### src/hw/rtl/fdtm_pkg.sv
`timescale 1ns / 1ps
// ----------------------------------------------------------------------------
// fdtm_pkg
// Shared constants and controller/datapath handshake types for the fan
// duty and tach monitor.
// ----------------------------------------------------------------------------
package fdtm_pkg;

	localparam int NUM_FANS   = 4;
	localparam int FAN_W      = 2;
	localparam int DUTY_W     = 8;
	localparam int TACH_W     = 8;
	localparam int ADDR_W     = 8;
	localparam int RPM_W      = 16;
	localparam int COUNT_W    = 13;

	// rpm = RPM_DIVIDEND / count, worked out one quotient bit per cycle
	localparam int unsigned RPM_DIVIDEND = 3932160 * 2;
	localparam int DIV_STEPS  = 23;
	localparam int DIV_CNT_W  = $clog2(DIV_STEPS);
	localparam int QUO_W      = DIV_STEPS;

	localparam logic [RPM_W-1:0]  RPM_MIN_VALID = RPM_W'(1000);
	localparam logic [RPM_W-1:0]  RPM_SAT       = '1;
	localparam logic [ADDR_W-1:0] DUTY_REG_BASE = 8'h30;
	localparam logic [ADDR_W-1:0] TACH_REG_BASE = 8'h3E;

	typedef enum logic {
		OP_SET_DUTY = 1'b0,
		OP_TACH     = 1'b1
	} op_t;

	typedef struct packed {
		logic load;      // capture the accepted item
		logic div_step;  // one restoring-division step
		logic commit;    // update stored duty/rpm
		logic out_load;  // fill the result register
	} dp_cmd_t;

	typedef struct packed {
		logic is_tach;
	} dp_status_t;

endpackage

### src/hw/rtl/fdtm_req_if.sv
`timescale 1ns / 1ps
// ----------------------------------------------------------------------------
// fdtm_req_if
// Valid/ready channel carrying one set-duty or tach item.
// ----------------------------------------------------------------------------
interface fdtm_req_if;
	import fdtm_pkg::*;

	logic                valid;
	logic                ready;
	logic                op;
	logic [FAN_W-1:0]    fan;
	logic                all_fans;
	logic [DUTY_W-1:0]   duty;
	logic [TACH_W-1:0]   tach_high;
	logic [TACH_W-1:0]   tach_low;

	modport source (output valid, op, fan, all_fans, duty, tach_high, tach_low,
		input ready);
	modport sink (input valid, op, fan, all_fans, duty, tach_high, tach_low,
		output ready);
endinterface

### src/hw/rtl/fdtm_rsp_if.sv
`timescale 1ns / 1ps
// ----------------------------------------------------------------------------
// fdtm_rsp_if
// Valid/ready channel carrying one result item with status flags.
// ----------------------------------------------------------------------------
interface fdtm_rsp_if;
	import fdtm_pkg::*;

	logic                valid;
	logic                ready;
	logic [DUTY_W-1:0]   applied_duty;
	logic [ADDR_W-1:0]   reg_address;
	logic [RPM_W-1:0]    rpm;
	logic                fans_enabled;
	logic                fan_error;
	logic                fans_ok;

	modport source (output valid, applied_duty, reg_address, rpm, fans_enabled,
		fan_error, fans_ok, input ready);
	modport sink (input valid, applied_duty, reg_address, rpm, fans_enabled,
		fan_error, fans_ok, output ready);
endinterface

### src/hw/rtl/fdtm_dp.sv
`timescale 1ns / 1ps
// ----------------------------------------------------------------------------
// fdtm_dp
// Datapath: duty clamp, restoring rpm divider, per-fan storage, status
// flags and the result register.
// ----------------------------------------------------------------------------
module fdtm_dp (
	input  logic                         clk,
	input  logic                         arst_n,
	input  fdtm_pkg::dp_cmd_t            cmd,
	output fdtm_pkg::dp_status_t         status,
	input  logic                         cfg_we,
	input  logic [fdtm_pkg::DUTY_W-1:0]  cfg_wdata,
	input  logic                         op,
	input  logic [fdtm_pkg::FAN_W-1:0]   fan,
	input  logic                         all_fans,
	input  logic [fdtm_pkg::DUTY_W-1:0]  duty,
	input  logic [fdtm_pkg::TACH_W-1:0]  tach_high,
	input  logic [fdtm_pkg::TACH_W-1:0]  tach_low,
	output logic [fdtm_pkg::DUTY_W-1:0]  applied_duty,
	output logic [fdtm_pkg::ADDR_W-1:0]  reg_address,
	output logic [fdtm_pkg::RPM_W-1:0]   rpm,
	output logic                         fans_enabled,
	output logic                         fan_error,
	output logic                         fans_ok
);
	import fdtm_pkg::*;

	logic [DUTY_W-1:0]  min_duty_q;
	logic               op_q;
	logic [FAN_W-1:0]   fan_q;
	logic               all_q;
	logic [DUTY_W-1:0]  applied_q;
	logic [COUNT_W-1:0] count_q;
	logic [COUNT_W-1:0] rem_q;
	logic [QUO_W-1:0]   quo_q;
	logic [RPM_W-1:0]   rpm_res_q;
	logic [DUTY_W-1:0]  duty_q [NUM_FANS];
	logic [RPM_W-1:0]   rpm_q  [NUM_FANS];

	logic [DUTY_W-1:0]  clamped;
	logic [COUNT_W:0]   trial;
	logic [COUNT_W:0]   diff;
	logic [RPM_W-1:0]   rpm_sat;
	logic [RPM_W-1:0]   rpm_fin;
	logic               any_en;
	logic               any_err;

	assign clamped = (duty != '0 && duty < min_duty_q) ? min_duty_q : duty;

	// shift next dividend bit into the partial remainder and try a subtract
	assign trial = {rem_q, quo_q[QUO_W-1]};
	assign diff  = trial - {1'b0, count_q};

	always_comb begin
		rpm_sat = (quo_q[QUO_W-1:RPM_W] != '0) ? RPM_SAT : quo_q[RPM_W-1:0];
		if (count_q == '0 || rpm_sat < RPM_MIN_VALID) begin
			rpm_fin = '0;
		end else begin
			rpm_fin = rpm_sat;
		end
	end

	always_comb begin
		any_en  = 1'b0;
		any_err = 1'b0;
		for (int i = 0; i < NUM_FANS; i++) begin
			if (duty_q[i] != '0) begin
				any_en = 1'b1;
				if (rpm_q[i] == '0) begin
					any_err = 1'b1;
				end
			end
		end
	end

	assign status.is_tach = op_q;

	always_ff @(posedge clk or negedge arst_n) begin
		if (!arst_n) begin
			min_duty_q <= '0;
		end else if (cfg_we) begin
			min_duty_q <= cfg_wdata;
		end
	end

	always_ff @(posedge clk) begin
		if (cmd.load) begin
			op_q      <= op;
			fan_q     <= fan;
			all_q     <= all_fans;
			applied_q <= (op == OP_TACH) ? '0 : clamped;
			count_q   <= {tach_high, tach_low[TACH_W-1:3]};
			rem_q     <= '0;
			quo_q     <= QUO_W'(RPM_DIVIDEND);
		end else if (cmd.div_step) begin
			if (!diff[COUNT_W]) begin
				rem_q <= diff[COUNT_W-1:0];
				quo_q <= {quo_q[QUO_W-2:0], 1'b1};
			end else begin
				rem_q <= trial[COUNT_W-1:0];
				quo_q <= {quo_q[QUO_W-2:0], 1'b0};
			end
		end
		if (cmd.commit) begin
			rpm_res_q <= op_q ? rpm_fin : '0;
		end
	end

	always_ff @(posedge clk or negedge arst_n) begin
		if (!arst_n) begin
			for (int i = 0; i < NUM_FANS; i++) begin
				duty_q[i] <= '0;
				rpm_q[i]  <= '0;
			end
		end else if (cmd.commit) begin
			for (int i = 0; i < NUM_FANS; i++) begin
				if (!op_q && (all_q || fan_q == FAN_W'(i))) begin
					duty_q[i] <= applied_q;
				end
				if (op_q && fan_q == FAN_W'(i)) begin
					rpm_q[i] <= rpm_fin;
				end
			end
		end
	end

	always_ff @(posedge clk) begin
		if (cmd.out_load) begin
			applied_duty <= applied_q;
			rpm          <= rpm_res_q;
			fans_enabled <= any_en;
			fan_error    <= any_err;
			fans_ok      <= !(any_en && any_err);
			if (op_q) begin
				reg_address <= ADDR_W'({fan_q, 4'h0}) + TACH_REG_BASE;
			end else if (all_q) begin
				reg_address <= DUTY_REG_BASE;
			end else begin
				reg_address <= ADDR_W'({fan_q, 4'h0}) + DUTY_REG_BASE;
			end
		end
	end

endmodule

### src/hw/rtl/fdtm_ctrl.sv
`timescale 1ns / 1ps
// ----------------------------------------------------------------------------
// fdtm_ctrl
// Controller: sequences load, divider steps, storage update and result
// hand-off; owns both handshakes.
// ----------------------------------------------------------------------------
module fdtm_ctrl (
	input  logic                  clk,
	input  logic                  arst_n,
	input  logic                  req_valid,
	output logic                  req_ready,
	output logic                  rsp_valid,
	input  logic                  rsp_ready,
	input  fdtm_pkg::dp_status_t  status,
	output fdtm_pkg::dp_cmd_t     cmd
);
	import fdtm_pkg::*;

	typedef enum logic [1:0] {
		S_IDLE,
		S_DIV,
		S_COMMIT,
		S_OUT
	} state_t;

	state_t               state_q;
	logic [DIV_CNT_W-1:0] cnt_q;
	logic                 rsp_valid_q;
	logic                 out_free;

	assign out_free  = !rsp_valid_q || rsp_ready;
	assign req_ready = (state_q == S_IDLE);
	assign rsp_valid = rsp_valid_q;

	always_comb begin
		cmd          = '0;
		cmd.load     = (state_q == S_IDLE) && req_valid;
		cmd.div_step = (state_q == S_DIV);
		cmd.commit   = (state_q == S_COMMIT);
		cmd.out_load = (state_q == S_OUT) && out_free;
	end

	always_ff @(posedge clk or negedge arst_n) begin
		if (!arst_n) begin
			state_q     <= S_IDLE;
			cnt_q       <= '0;
			rsp_valid_q <= 1'b0;
		end else begin
			// a new result replaces one taken at this same edge
			if (state_q == S_OUT && out_free) begin
				rsp_valid_q <= 1'b1;
			end else if (rsp_ready) begin
				rsp_valid_q <= 1'b0;
			end
			unique case (state_q)
				S_IDLE: begin
					if (req_valid) begin
						cnt_q   <= DIV_CNT_W'(DIV_STEPS - 1);
						state_q <= S_DIV;
					end
				end
				S_DIV: begin
					// set-duty items skip the divider
					if (!status.is_tach || cnt_q == '0) begin
						state_q <= S_COMMIT;
					end else begin
						cnt_q <= cnt_q - 1'b1;
					end
				end
				S_COMMIT: begin
					state_q <= S_OUT;
				end
				S_OUT: begin
					if (out_free) begin
						state_q <= S_IDLE;
					end
				end
				default: begin
					state_q <= S_IDLE;
				end
			endcase
		end
	end

endmodule

### src/hw/rtl/fan_duty_tach_monitor_top.sv
`timescale 1ns / 1ps
// ----------------------------------------------------------------------------
// fan_duty_tach_monitor_top
// Four-fan duty and tach supervisor with minimum-duty clamp and status flags.
// ----------------------------------------------------------------------------
// One item at a time. A tach item is accepted, then its rpm is worked out as
// 7864320 / count by a restoring divider that produces one of 23 quotient
// bits per cycle, then it is stored and the result register is loaded.
// A set-duty item skips the divider. The result register is loaded once it
// is empty or its result is being taken, and the next item is accepted only
// after that. A new item is taken while the previous result still waits in
// the output register. min_duty may be written any time the block is idle
// and applies to later set-duty items.
module fan_duty_tach_monitor_top (
	input  logic                         clk,
	input  logic                         arst_n,
	fdtm_req_if.sink                     req,
	fdtm_rsp_if.source                   rsp,
	input  logic                         cfg_we,
	input  logic [fdtm_pkg::DUTY_W-1:0]  cfg_wdata
);
	import fdtm_pkg::*;

	dp_cmd_t    cmd;
	dp_status_t status;

	fdtm_ctrl u_ctrl (
		.clk       (clk),
		.arst_n    (arst_n),
		.req_valid (req.valid),
		.req_ready (req.ready),
		.rsp_valid (rsp.valid),
		.rsp_ready (rsp.ready),
		.status    (status),
		.cmd       (cmd)
	);

	fdtm_dp u_dp (
		.clk          (clk),
		.arst_n       (arst_n),
		.cmd          (cmd),
		.status       (status),
		.cfg_we       (cfg_we),
		.cfg_wdata    (cfg_wdata),
		.op           (req.op),
		.fan          (req.fan),
		.all_fans     (req.all_fans),
		.duty         (req.duty),
		.tach_high    (req.tach_high),
		.tach_low     (req.tach_low),
		.applied_duty (rsp.applied_duty),
		.reg_address  (rsp.reg_address),
		.rpm          (rsp.rpm),
		.fans_enabled (rsp.fans_enabled),
		.fan_error    (rsp.fan_error),
		.fans_ok      (rsp.fans_ok)
	);

endmodule

### src/flat_wrapper.sv
// flat-port wrapper written by rule: the top's interface ports become plain ports
module fan_duty_tach_monitor_top_flat import fdtm_pkg::*;
  (clk, arst_n, cfg_we, cfg_wdata, req_valid, req_op, req_fan, req_all_fans, req_duty, req_tach_high, req_tach_low, req_ready, rsp_valid, rsp_applied_duty, rsp_reg_address, rsp_rpm, rsp_fans_enabled, rsp_fan_error, rsp_fans_ok, rsp_ready);
  fdtm_req_if req_i ();
  fdtm_rsp_if rsp_i ();
  input  logic clk;
  input  logic arst_n;
  input  logic cfg_we;
  input  logic [fdtm_pkg::DUTY_W-1:0] cfg_wdata;
  input wire logic [$bits(req_i.valid)-1:0] req_valid;
  input wire logic [$bits(req_i.op)-1:0] req_op;
  input wire logic [$bits(req_i.fan)-1:0] req_fan;
  input wire logic [$bits(req_i.all_fans)-1:0] req_all_fans;
  input wire logic [$bits(req_i.duty)-1:0] req_duty;
  input wire logic [$bits(req_i.tach_high)-1:0] req_tach_high;
  input wire logic [$bits(req_i.tach_low)-1:0] req_tach_low;
  output wire logic [$bits(req_i.ready)-1:0] req_ready;
  output wire logic [$bits(rsp_i.valid)-1:0] rsp_valid;
  output wire logic [$bits(rsp_i.applied_duty)-1:0] rsp_applied_duty;
  output wire logic [$bits(rsp_i.reg_address)-1:0] rsp_reg_address;
  output wire logic [$bits(rsp_i.rpm)-1:0] rsp_rpm;
  output wire logic [$bits(rsp_i.fans_enabled)-1:0] rsp_fans_enabled;
  output wire logic [$bits(rsp_i.fan_error)-1:0] rsp_fan_error;
  output wire logic [$bits(rsp_i.fans_ok)-1:0] rsp_fans_ok;
  input wire logic [$bits(rsp_i.ready)-1:0] rsp_ready;
  assign req_i.valid = req_valid;
  assign req_i.op = req_op;
  assign req_i.fan = req_fan;
  assign req_i.all_fans = req_all_fans;
  assign req_i.duty = req_duty;
  assign req_i.tach_high = req_tach_high;
  assign req_i.tach_low = req_tach_low;
  assign req_ready = req_i.ready;
  assign rsp_valid = rsp_i.valid;
  assign rsp_applied_duty = rsp_i.applied_duty;
  assign rsp_reg_address = rsp_i.reg_address;
  assign rsp_rpm = rsp_i.rpm;
  assign rsp_fans_enabled = rsp_i.fans_enabled;
  assign rsp_fan_error = rsp_i.fan_error;
  assign rsp_fans_ok = rsp_i.fans_ok;
  assign rsp_i.ready = rsp_ready;
  fan_duty_tach_monitor_top u_core (.clk(clk), .arst_n(arst_n), .req(req_i), .rsp(rsp_i), .cfg_we(cfg_we), .cfg_wdata(cfg_wdata));
endmodule
### config.mk
export PLATFORM = sky130hd
export DESIGN_NAME = fan_duty_tach_monitor_top_flat
export DESIGN_NICKNAME = d
export VERILOG_FILES = /design/src/hw/rtl/fdtm_pkg.sv /design/src/hw/rtl/fdtm_req_if.sv /design/src/hw/rtl/fdtm_rsp_if.sv /design/src/hw/rtl/fdtm_dp.sv /design/src/hw/rtl/fdtm_ctrl.sv /design/src/hw/rtl/fan_duty_tach_monitor_top.sv /design/src/flat_wrapper.sv
export SDC_FILE = /design/constraint.sdc
export NUM_CORES = 1
export LEC_CHECK = 0
export BUFFER_PORTS_ARGS = -buffer_cell sky130_fd_sc_hd__buf_2
export CORE_ASPECT_RATIO = 1.75
export CORE_MARGIN = 2
export CORE_UTILIZATION = 55
export CTS_CLUSTER_DIAMETER = 50
export DETAILED_ROUTE_END_ITERATION = 16
export PLACE_DENSITY = 0.72
export REMOVE_ABC_BUFFERS = 1
export SYNTH_ARGS = -nofsm -noshare
export SYNTH_HDL_FRONTEND = slang
export SYNTH_HIERARCHICAL = 1
export SYNTH_SLANG_ARGS = --single-unit
### constraint.sdc
create_clock -name clk -period 5.6 [get_ports clk]
set_clock_uncertainty 0.05 [all_clocks]
set_input_delay 0 -clock clk [delete_from_list [all_inputs] [get_ports clk]]
set_output_delay 0 -clock clk [all_outputs]
set_load 0.02 [all_outputs]
==> qor.csv, run 1 <==
stage;metric;value;unit
synthesis;ys async rst share;50.91;%
setup_path;crit path capture type;flop;
setup_path;Crit Path Class;flop to flop;
drt;vias;6644;
synthesis;number of synthesized flops with an enable pin;72;
placement;DP Area;10110;um^2
timing;final hold vios;0;
flow_run;max cap viols;0;
die;row cnt;63;
timing;final setup TNS;0;ns
timing;Final Max Slew Viols;0;
final_layout;filler cell count;1328;
timing;setup violators final;0;
timing;Tcrit/Tclk final;53.63;%
clock_network;setup bufs post-CTS;0;
timing;Worst Tran Pin Value;1.045;ns
final_layout;post-route cell area;11380;um^2
final_layout;Diodes inserted;0;
timing;worst setup margin;2.597;ns
die;Initial Util;56.36;%
placement;hpwl dp;13.18;mm
outcome;outcome;finished clean;
synthesis;top-area cell type share of the netlist area;29.20;%
synthesis;yosys synthesis warning count;6;
clock_network;clock latency on the worst-skew pair;0.49;ns
clock_network;clock tree from TritonCTS;built;
clock_network;clk buf depth;3;
clock_network;Sink Count;220;
placement;Place WS;2.614;ns
global_routing;number of global-route vias before repair;6821;
global_routing;initial antenna violation count;0;
synthesis;synthesized flop and latch total;220;
global_routing;largest net degree at the start of global routing;64;
die;Boundary Pins;78;
synthesis;Synth area leader;dfrtp_1;
die;Core Region;17030;um^2
timing;Fmax;0.3329;GHz
drt;DRT Wirelength;19.70;mm
drt;vias per inst;5.518;
die;Die H;178.7;um
timing;RSZ-0062 raised after global routing;false;
synthesis;gate count after technology mapping;849;
global_routing;GRT overflow;0;
drt;DRT Pass-1 Iters;4;
timing;post-route minimum period;3.003;ns
drt;Initial DRC Count;277;
synthesis;top cells by area, synth;dfrtp_1 29%, edfxtp_1 23%, dfxtp_1 7.5%;
setup_path;critical path arrival;3.17;ns
final_layout;most frequent cells in the layout;112 x dfrtp_1, 93 x nand2_1, 79 x nor2_1;
drt;DRC Markers;0;
pwr;PD cells;538.8;nW/um^2
pwr;Max VDD drop;0.4344;mV
min_path;HP Class;primary input to async pin;
die;Die ar.;18560;um^2
timing;normalized max-slew margin;30.16;%
synthesis;Cell Area, Synth;9597;um^2
setup_path;Crit Path Max Fanout;14;
final_layout;sequential cell area;5685;um^2
placement;Port Buffers;72;
final_layout;commonest non-fill, non-tap cell in the layout;dfrtp_1;
final_layout;Net count, final;1035;
global_routing;GRT Total Usage;21.74;%
pwr;LEAKAGE;4.939;nW
synthesis;Avg Cell Area, Syn;11.30;um^2
placement;placer's final routability congestion estimate;0.8270;
final_layout;layout cell share with drive strength beyond 1;16.58;%
clock_network;Clock transition at path regs;0.06;ns
synthesis;Seq/Total Area, Yosys;59.24;%
setup_path;Worst Path Required;5.77;ns
synthesis;Distinct cells, synth;70;
global_routing;global-route wire length before repair;32.62;mm
clock_network;H-tree levels;1;
die;Die X;103.9;um
drt;Routed wire per std cell;16.36;um
final_layout;area grow syn2layout;18.62;%
drt;antenna viol nets, final;0;
final_layout;area of the multi-input gates;3588;um^2
synthesis;ys flop type;dfrtp_1;
clock_network;CTS root buf;clkbuf_16;
pwr;Tot Pwr;6.134;mW
final_layout;final core occ;66.86;%
setup_path;type of origin of the critical path;flop;
clock_network;CTS buffer count;21;
## synthesized netlist by cell type, types with 4 or more instances
cell	count
a211oi_1	9
a21oi_1	16
a31oi_1	4
buf_1	4
buf_4	4
clkbuf_1	26
dfrtp_1	112
dfxtp_1	36
edfxtp_1	72
ha_1	30
inv_1	37
mux2_2	34
mux2i_1	37
nand2_1	93
nand2b_1	22
nand3_1	8
nand4_1	11
nor2_1	79
nor3_1	4
nor4_1	31
o211ai_1	8
o21ai_0	38
o21ai_1	55
or4_1	4
xnor2_1	5
## cell families (layout without fill, tap and decap cells)
family                     after synthesis  count (layout)  share of synthesized area, %
and+or+nand+nor                        276             276                         13.95
DFF                                    220             220                         59.24
AOI/OAI and AO/OA                      165             165                         10.61
buffers and inverters                   77             204                         3.429
muxes                                   72              72                         7.966
adders and majority gates               31              31                         4.120
xor gates and xnor gates                 7               7                        0.6389
other                                    1               2                       0.03908
## worst max-delay path: stages, from the launching register on
cell and delay (ns):
edfxtp_1 0.37, or4_1 0.52, nor4_1 0.48, nand4_1 0.32, a21boi_1 0.36, nand2_1 0.48, nor2_1 0.15
## report_power, final
| part | total (mW) | internal [mW] | switching, mW |
|---|---|---|---|
| Sequential | 2.71 | 2.34 | 0.368 |
| Combinational | 1.90 | 0.799 | 1.10 |
| Clock | 1.53 | 0.939 | 0.587 |
## metrics by stage
| stage | std cells | hold WS [ns] |
|---|---|---|
| final | 1204 | 0.01816 |
| after global routing | 1204 | 0.05803 |
| after CTS | 1204 | 0.03616 |
| after detailed placement | 1116 | 0.0001359 |
| after global placement | 1116 | -0.0009819 |
| after floorplan | 811 | -0.3456 |
## timing repair
action                    CTS  global route
gates resized for setup     0             0
hold buffers               51             0
hold endpoints to repair   87             0
## final cells by class
type | instances | share of cell area (%)
timing repair buffer | 129 | 8.068
inverter | 38 | 1.253
tap | 227 | 2.495
sequential | 220 | 49.95
clock inverter | 10 | 1.165
multi-input combinational | 553 | 31.52
clock buffer | 27 | 5.551
## flip-flops by register name, summed over array words and instances, names as in the netlist, 4 cells and up
signal                    count
u_core/u_dp/reg_address       4
u_core/u_dp/count_q          13
u_core/u_dp/applied_q         8
u_core/u_dp/rpm_q            64
u_core/u_dp/quo_q            23
u_core/u_dp/min_duty_q        8
u_core/u_dp/applied_duty      8
u_core/u_dp/rpm              16
u_core/u_ctrl/cnt_q           5
u_core/u_dp/duty_q           32
u_core/u_dp/rem_q            13
u_core/u_dp/rpm_res_q        16
## worst paths after layout
| check | startpoint | end | slack (ns) | depth (start not counted) |
|---|---|---|---|---|
| min | arst_n | u_core/u_dp/rpm_q[19] | 0.02 | 2 |
| max | u_core/u_dp/count_q[8] | u_core/u_dp/rpm_res_q[15] | 2.60 | 6 |
| min in group clk | req_tach_low[5] | u_core/u_dp/count_q[2] | 0.17 | 2 |
| max in group asynchronous | arst_n | u_core/u_dp/duty_q[4] | 4.24 | 3 |
| max reg2reg | u_core/u_dp/count_q[8] | u_core/u_dp/rpm_res_q[15] | 2.60 | 6 |
| min reg2reg | u_core/u_dp/rpm_res_q[8] | u_core/u_dp/rpm[8] | 0.37 | 0 |
## layer usage
layer | wire, um | vias to the layer above | part of all wire, % | GRT usage (%)
li1 | - | 3278 | - | -
met1 | 7742 | 3205 | 39 | 24.67
met2 | 10710 | 120 | 54 | 41.26
met3 | 579 | 41 | 2.9 | 2.690
met4 | 670 | 0 | 3.4 | 8.840
met5 | 0 | - | 0 | 0
(Power assumes the default switching activity.)
==> run 2, diff against run 1 <==
clock period = 3.1 ns   (was 5.6 ns; I/O delays follow)
==> run 2 against run 1 <==
  * Core utilization up 0.11 points
  * Die area is the same
  * Sequential power rose by 80%
  * Clock-buffer cell count up 5
  * Via count grew 1.1%
  * Fmax is 6.8% higher
  * Highest routed layer unchanged
==> qor.csv, run 2 (same netlist as run 1, synthesis figures left out) <==
stage;metric;value;unit;change
final_layout;most frequent cells in the layout;112 x dfrtp_1, 93 x nand2_1, 79 x nor2_1;;
setup_path;Worst Path Required;3.44;ns;-2.33 ns
timing;normalized max-slew margin;34.05;%;+3.9 points
clock_network;clk buf depth;3;;unchanged
drt;DRC Markers;0;;unchanged
final_layout;layout cell share with drive strength beyond 1;17.17;%;+0.59 points
timing;post-route minimum period;2.811;ns;-0.1921 ns
placement;hpwl dp;13.70;mm;+3.9%
timing;Fmax;0.3557;GHz;+6.8%
global_routing;initial antenna violation count;0;;unchanged
final_layout;commonest non-fill, non-tap cell in the layout;dfrtp_1;;
setup_path;worst reg2reg setup slack;0.29;ns;-2.31 ns
setup_path;type of origin of the critical path;flop;;
placement;Port Buffers;72;;unchanged
final_layout;filler cell count;1374;;+3.5%
die;Initial Util;56.36;%;unchanged
setup_path;crit path capture type;flop;;
setup_path;Crit Path Class;flop to flop;;
drt;antenna viol nets, final;0;;unchanged
pwr;PD cells;955.0;nW/um^2;+77%
final_layout;max reg flops;64;;unchanged
die;Core Region;17030;um^2;unchanged
clock_network;clock tree from TritonCTS;built;;
drt;vias;6717;;+1.1%
die;row cnt;63;;unchanged
global_routing;global-route wire length before repair;33.35;mm;+2.2%
clock_network;clock latency on the worst-skew pair;0.48;ns;about the same
final_layout;Net count, final;1048;;+1.3%
setup_path;worst r2r src;u_core/u_dp/count_q[8];;
timing;RSZ-0062 raised after global routing;false;;
final_layout;Top Registers;u_core/u_dp/rpm_q: 64 flops, u_core/u_dp/duty_q: 32 flops, u_core/u_dp/quo_q: 23 flops;;
global_routing;GRT Total Usage;22.26;%;+0.53 points
pwr;LEAKAGE;4.961;nW;+0.44%
min_path;HP Class;primary input to async pin;;
setup_path;RR Endpoint;u_core/u_dp/rem_q[1];;
final_layout;area grow syn2layout;18.81;%;
global_routing;largest net degree at the start of global routing;95;;+48%
placement;placer's final routability congestion estimate;0.8409;;+1.7%
setup_path;Crit Path Max Fanout;20;;+6
final_layout;Diodes inserted;0;;unchanged
timing;final hold vios;0;;unchanged
drt;DRT Pass-1 Iters;5;;+1
clock_network;H-tree levels;1;;unchanged
clock_network;CTS buffer count;21;;unchanged
die;Boundary Pins;78;;unchanged
global_routing;number of global-route vias before repair;6873;;+0.76%
clock_network;Sink Count;220;;unchanged
global_routing;GRT overflow;0;;unchanged
die;Die ar.;18560;um^2;unchanged
placement;DP Area;10210;um^2;+1.0%
clock_network;CTS root buf;clkbuf_16;;
pwr;Max VDD drop;0.7107;mV;+64%
final_layout;post-route cell area;11400;um^2;+0.17%
die;Die H;178.7;um;unchanged
final_layout;Biggest register;u_core/u_dp/rpm_q;;
outcome;outcome;finished clean;;
timing;final setup TNS;0;ns;unchanged
setup_path;R2R cell count;8;;+2
drt;Routed wire per std cell;16.82;um;+2.8%
timing;Final Max Slew Viols;0;;unchanged
timing;Tcrit/Tclk final;90.69;%;+37 points
setup_path;critical path arrival;3.15;ns;-0.02 ns
drt;vias per inst;5.519;;about the same
timing;Worst Tran Pin Value;0.9892;ns;-0.05537 ns
clock_network;Clock transition at path regs;0.06;ns;about the same
die;Die X;103.9;um;unchanged
timing;setup violators final;0;;unchanged
flow_run;max cap viols;0;;unchanged
drt;Initial DRC Count;323;;+17%
drt;DRT Wirelength;20.46;mm;+3.9%
run 2: cell count changes in the layout (fill, tap and decap cells not counted), moves of 2 or more:
cell | previous run | this run
buf_4 | 7 | 18
bufinv_16 | 3 | 0
clkbuf_1 | 1 | 5
clkbuf_16 | 24 | 22
clkbuf_8 | 2 | 5
clkinv_2 | 4 | 1
inv_4 | 1 | 3
run 2: metrics by stage:
| stage | power (mW) | setup WS [ns] | std cells | utilization [%] | hold slack (ns) |
|---|---|---|---|---|---|
| floorplan | 7.367 | 0.004568 | 811 | - | -0.3456 |
| global placement | 8.277 | 0.3406 | 1128 | 59.97 | -0.1589 |
| detailed placement | 8.425 | 0.2953 | 1128 | 59.97 | -0.1563 |
| CTS | 10.96 | 0.3068 | 1217 | 66.97 | 0.1067 |
| global route | 11.59 | 0.08221 | 1217 | 66.97 | 0.1241 |
| finish | 10.89 | 0.2886 | 1217 | 66.97 | 0.07095 |
run 2: per-layer routing:
metal | part of all wire [%] | GRT usage (%) | vias to the layer above
met5 | 0 | 0 | -
met1 | 39 | 24.91 | 3221
met2 | 54 | 42.19 | 146
met4 | 4.3 | 10.70 | 0
li1 | - | - | 3294
met3 | 2.8 | 2.290 | 56
run 2: worst max-delay path by stage:
stage | from | to | slack [ns] | depth (start not counted)
after floorplan | u_core/u_ctrl/state_q[0] | u_core/u_dp/rem_q[8] | 0.005 | 7
after global placement | u_core/u_dp/count_q[8] | u_core/u_dp/rem_q[1] | 0.34 | 8
after detailed placement | u_core/u_dp/count_q[8] | u_core/u_dp/rem_q[1] | 0.30 | 8
after CTS | u_core/u_dp/count_q[8] | u_core/u_dp/rem_q[1] | 0.31 | 8
after global routing | u_core/u_dp/count_q[9] | u_core/u_dp/rem_q[2] | 0.08 | 8
final | u_core/u_dp/count_q[8] | u_core/u_dp/rem_q[1] | 0.29 | 8
run 2: layout make-up:
class | count | area, um^2 | area share [%]
repair buffers | 142 | 1031 | 9.042
clock buffers | 32 | 638.1 | 5.596
multi-input cells | 553 | 3588 | 31.47
clock inverters | 5 | 32.53 | 0.2853
well taps | 227 | 284.0 | 2.491
flip-flops and latches | 220 | 5685 | 49.86
inverters | 38 | 142.6 | 1.251
run 2: worst max-delay path, stage by stage, from the launching register on:
cell and delay (ns):
edfxtp_1 0.34, inv_1 0.07, ha_1 0.41, a21oi_4 0.22
o21ai_2 0.09, a22o_1 0.20, a311o_1 0.64, or4b_1 0.59
o311ai_1 0.08
run 2: timing repair:
| item | 4_1_cts | 5_1_grt |
|---|---|---|
| hold buffers | 52 | 0 |
| resized for setup | 0 | 0 |
| endpoints found under the hold margin | 151 | 0 |
| setup buffers | 0 | 0 |
run 2: report_power, final:
part	switching (mW)	total (mW)	internal, mW
sequential	0.655	4.89	4.23
clock	1.02	2.45	1.43
combinational	2.06	3.55	1.50
==> run 3, diff against run 2 <==
==> constraint.sdc (replaced) <==
create_clock -name clk -period 3.45 [get_ports clk]
set_clock_uncertainty 0.05 [all_clocks]
set_input_delay 0.5175 -clock clk [delete_from_list [all_inputs] [get_ports clk]]
set_output_delay 0.5175 -clock clk [all_outputs]
set_load 0.05 [all_outputs]
==> run 3 against run 2 <==
  * Global-route usage fell by 1.5 points
  * Total power fell by 8.6%
  * Critical path depth fell by 2
  * Combinational power fell by 6.2%
  * Sequential share of layout area rose by 2.5 points
  * Via count fell by 4.5%
  * Clock-buffer cell count fell by 5
  * Critical endpoint is now u_core/u_dp/rpm_res_q[12]
  * Largest power group unchanged
==> qor.csv, run 3 (same netlist as run 1, synthesis figures left out) <==
stage;metric;value;unit;change
outcome;outcome;finished clean;;
pwr;Clk pwr share;22.4;%;about the same
final_layout;Net count, final;990;;-5.5%
timing;Fmax;0.3393;GHz;-4.6%
timing;Worst Tran Pin Value;0.9695;ns;-0.01972 ns
pwr;sw power;3.549;mW;-5.0%
clock_network;setup bufs post-CTS;0;;unchanged
final_layout;Diodes inserted;0;;unchanged
min_path;Hold Crit Depth;1;;
drt;DRT Wirelength;18.85;mm;-7.9%
global_routing;largest net degree at the start of global routing;72;;-24%
die;Die X;103.9;um;unchanged
pwr;sw frac;35.66;%;+1.4 points
clock_network;CTS buffer count;21;;unchanged
die;Core Region;17030;um^2;unchanged
final_layout;sequential cell area;5685;um^2;unchanged
placement;hpwl dp;13.48;mm;-1.6%
timing;setup violators final;0;;unchanged
drt;Routed wire per std cell;16.27;um;-3.3%
pwr;Tot Pwr;9.952;mW;-8.6%
drt;vias per inst;5.534;;+0.27%
placement;Port Buffers;72;;unchanged
die;Die H;178.7;um;unchanged
die;Boundary Pins;78;;unchanged
timing;final hold vios;0;;unchanged
pwr;Max VDD drop;0.6477;mV;-8.9%
setup_path;R2R cell count;6;;-2
flow_run;max cap viols;0;;unchanged
final_layout;Biggest register;u_core/u_dp/rpm_q;;
timing;normalized max-slew margin;35.37;%;+1.3 points
final_layout;layout cell share with drive strength beyond 1;17.38;%;+0.21 points
clock_network;post-cts repair resize count;0;;unchanged
global_routing;number of global-route vias before repair;6373;;-7.3%
setup_path;Crit Path Class;flop to flop;;
global_routing;GRT overflow;0;;unchanged
clock_network;clock tree from TritonCTS;built;;
die;row cnt;63;;unchanged
drt;antenna viol nets, final;0;;unchanged
pwr;Int Power;6.403;mW;-10%
pwr;sequential power share;44.2;%;-0.7 points
global_routing;global-route wire length before repair;31.03;mm;-7.0%
global_routing;initial antenna violation count;0;;unchanged
clock_network;CTS Hold Bufs;1;;-98%
placement;placer's final routability congestion estimate;0.8651;;+2.9%
drt;DRC Markers;0;;unchanged
timing;final setup TNS;0;ns;unchanged
pwr;Combinational Power Share;33.4;%;+0.8 points
clock_network;clock latency on the worst-skew pair;0.49;ns;about the same
setup_path;critical path arrival;3.11;ns;-0.04 ns
timing;post-route minimum period;2.947;ns;+0.1361 ns
final_layout;most frequent cells in the layout;112 x dfrtp_1, 93 x nand2_1, 79 x nor2_1;;
drt;Initial DRC Count;307;;-5.0%
timing;Final Max Slew Viols;0;;unchanged
setup_path;type of origin of the critical path;flop;;
global_routing;GRT Total Usage;20.71;%;-1.5 points
drt;vias;6414;;-4.5%
min_path;HP Class;primary input to flop;;
drt;DRT Pass-1 Iters;5;;unchanged
setup_path;crit path capture type;flop;;
clock_network;H-tree levels;1;;unchanged
pwr;LEAKAGE;4.721;nW;-4.8%
timing;RSZ-0062 raised after global routing;false;;
setup_path;Worst Path Required;3.61;ns;+0.17 ns
final_layout;max reg flops;64;;unchanged
clock_network;Clock transition at path regs;0.06;ns;about the same
final_layout;area grow syn2layout;13.06;%;
clock_network;clk buf depth;3;;unchanged
final_layout;Top Registers;u_core/u_dp/rpm_q: 64 flops, u_core/u_dp/duty_q: 32 flops, u_core/u_dp/quo_q: 23 flops;;
die;Die ar.;18560;um^2;unchanged
pwr;PD cells;917.2;nW/um^2;-4.0%
setup_path;Crit Path Max Fanout;14;;-30%
final_layout;filler cell count;1453;;+5.7%
final_layout;area of the multi-input gates;3588;um^2;unchanged
final_layout;commonest non-fill, non-tap cell in the layout;dfrtp_1;;
clock_network;CTS root buf;clkbuf_16;;
clock_network;Sink Count;220;;unchanged
timing;Tcrit/Tclk final;85.43;%;-5.3 points
die;Initial Util;56.36;%;unchanged
[run 3: area by class of cell]
type / instances / share of cell area, %
clock inverters: 10 / 0.9340
multi-input cells: 553 / 33.07
well taps: 227 / 2.618
repair buffers: 84 / 4.428
inverters: 38 / 1.315
flip-flops and latches: 220 / 52.40
clock buffers: 27 / 5.235
[run 3: worst paths after layout]
check / start / to / slack, ns
worst max-delay path: u_core/u_dp/count_q[8] / u_core/u_dp/rpm_res_q[12] / 0.50
worst min-delay path: req_tach_high[5] / u_core/u_dp/count_q[10] / 0.15
worst max register to register: u_core/u_dp/count_q[8] / u_core/u_dp/rpm_res_q[12] / 0.50
worst min register to register: u_core/u_dp/rpm_res_q[11] / u_core/u_dp/rpm[11] / 0.37
max in group asynchronous: arst_n / u_core/u_dp/duty_q[9] / 2.07
min in group asynchronous: arst_n / u_core/u_dp/rpm_q[0] / 0.50
[run 3: routing by layer]
layer  up-vias  wire [um]  global-route usage, %
met5         -          0                      0
met4         0        702                  8.953
met3        44        636                  2.508
met2       120      10120                  38.87
met1      3063       7398                  23.71
li1       3187          -                      -
[run 3: power groups by stage]
stage	clock network (mW)	logic [mW]	registers, mW
2_1_floorplan	0	2.23	4.66
4_1_cts	2.29	3.36	4.40
3_5_place_dp	0	3.35	4.44
5_1_grt	2.40	3.72	4.52
3_3_place_gp	0	3.25	4.40
6_report	2.23	3.33	4.40
[run 3: metrics by stage]
stage          hold slack, ns  cells  setup slack, ns  util, %  area [um^2]
4_1_cts                0.1405   1159           0.4696    63.73        10850
6_report               0.1516   1159           0.5025    63.73        10850
3_5_place_dp           0.3563   1121           0.5163    59.74        10170
3_3_place_gp           0.3520   1121           0.5564    59.74        10170
2_1_floorplan          0.1719    811           0.1062        -         9414
5_1_grt                0.1381   1159           0.3482    63.73        10850
[run 3: worst max-delay path, cell delays in order, from the launching register on]
cell and delay [ns]:
edfxtp_1 0.37, or4_1 0.51, nor4_1 0.46, nand4_1 0.32, a21boi_1 0.36, nand2_1 0.48
nor2_1 0.11
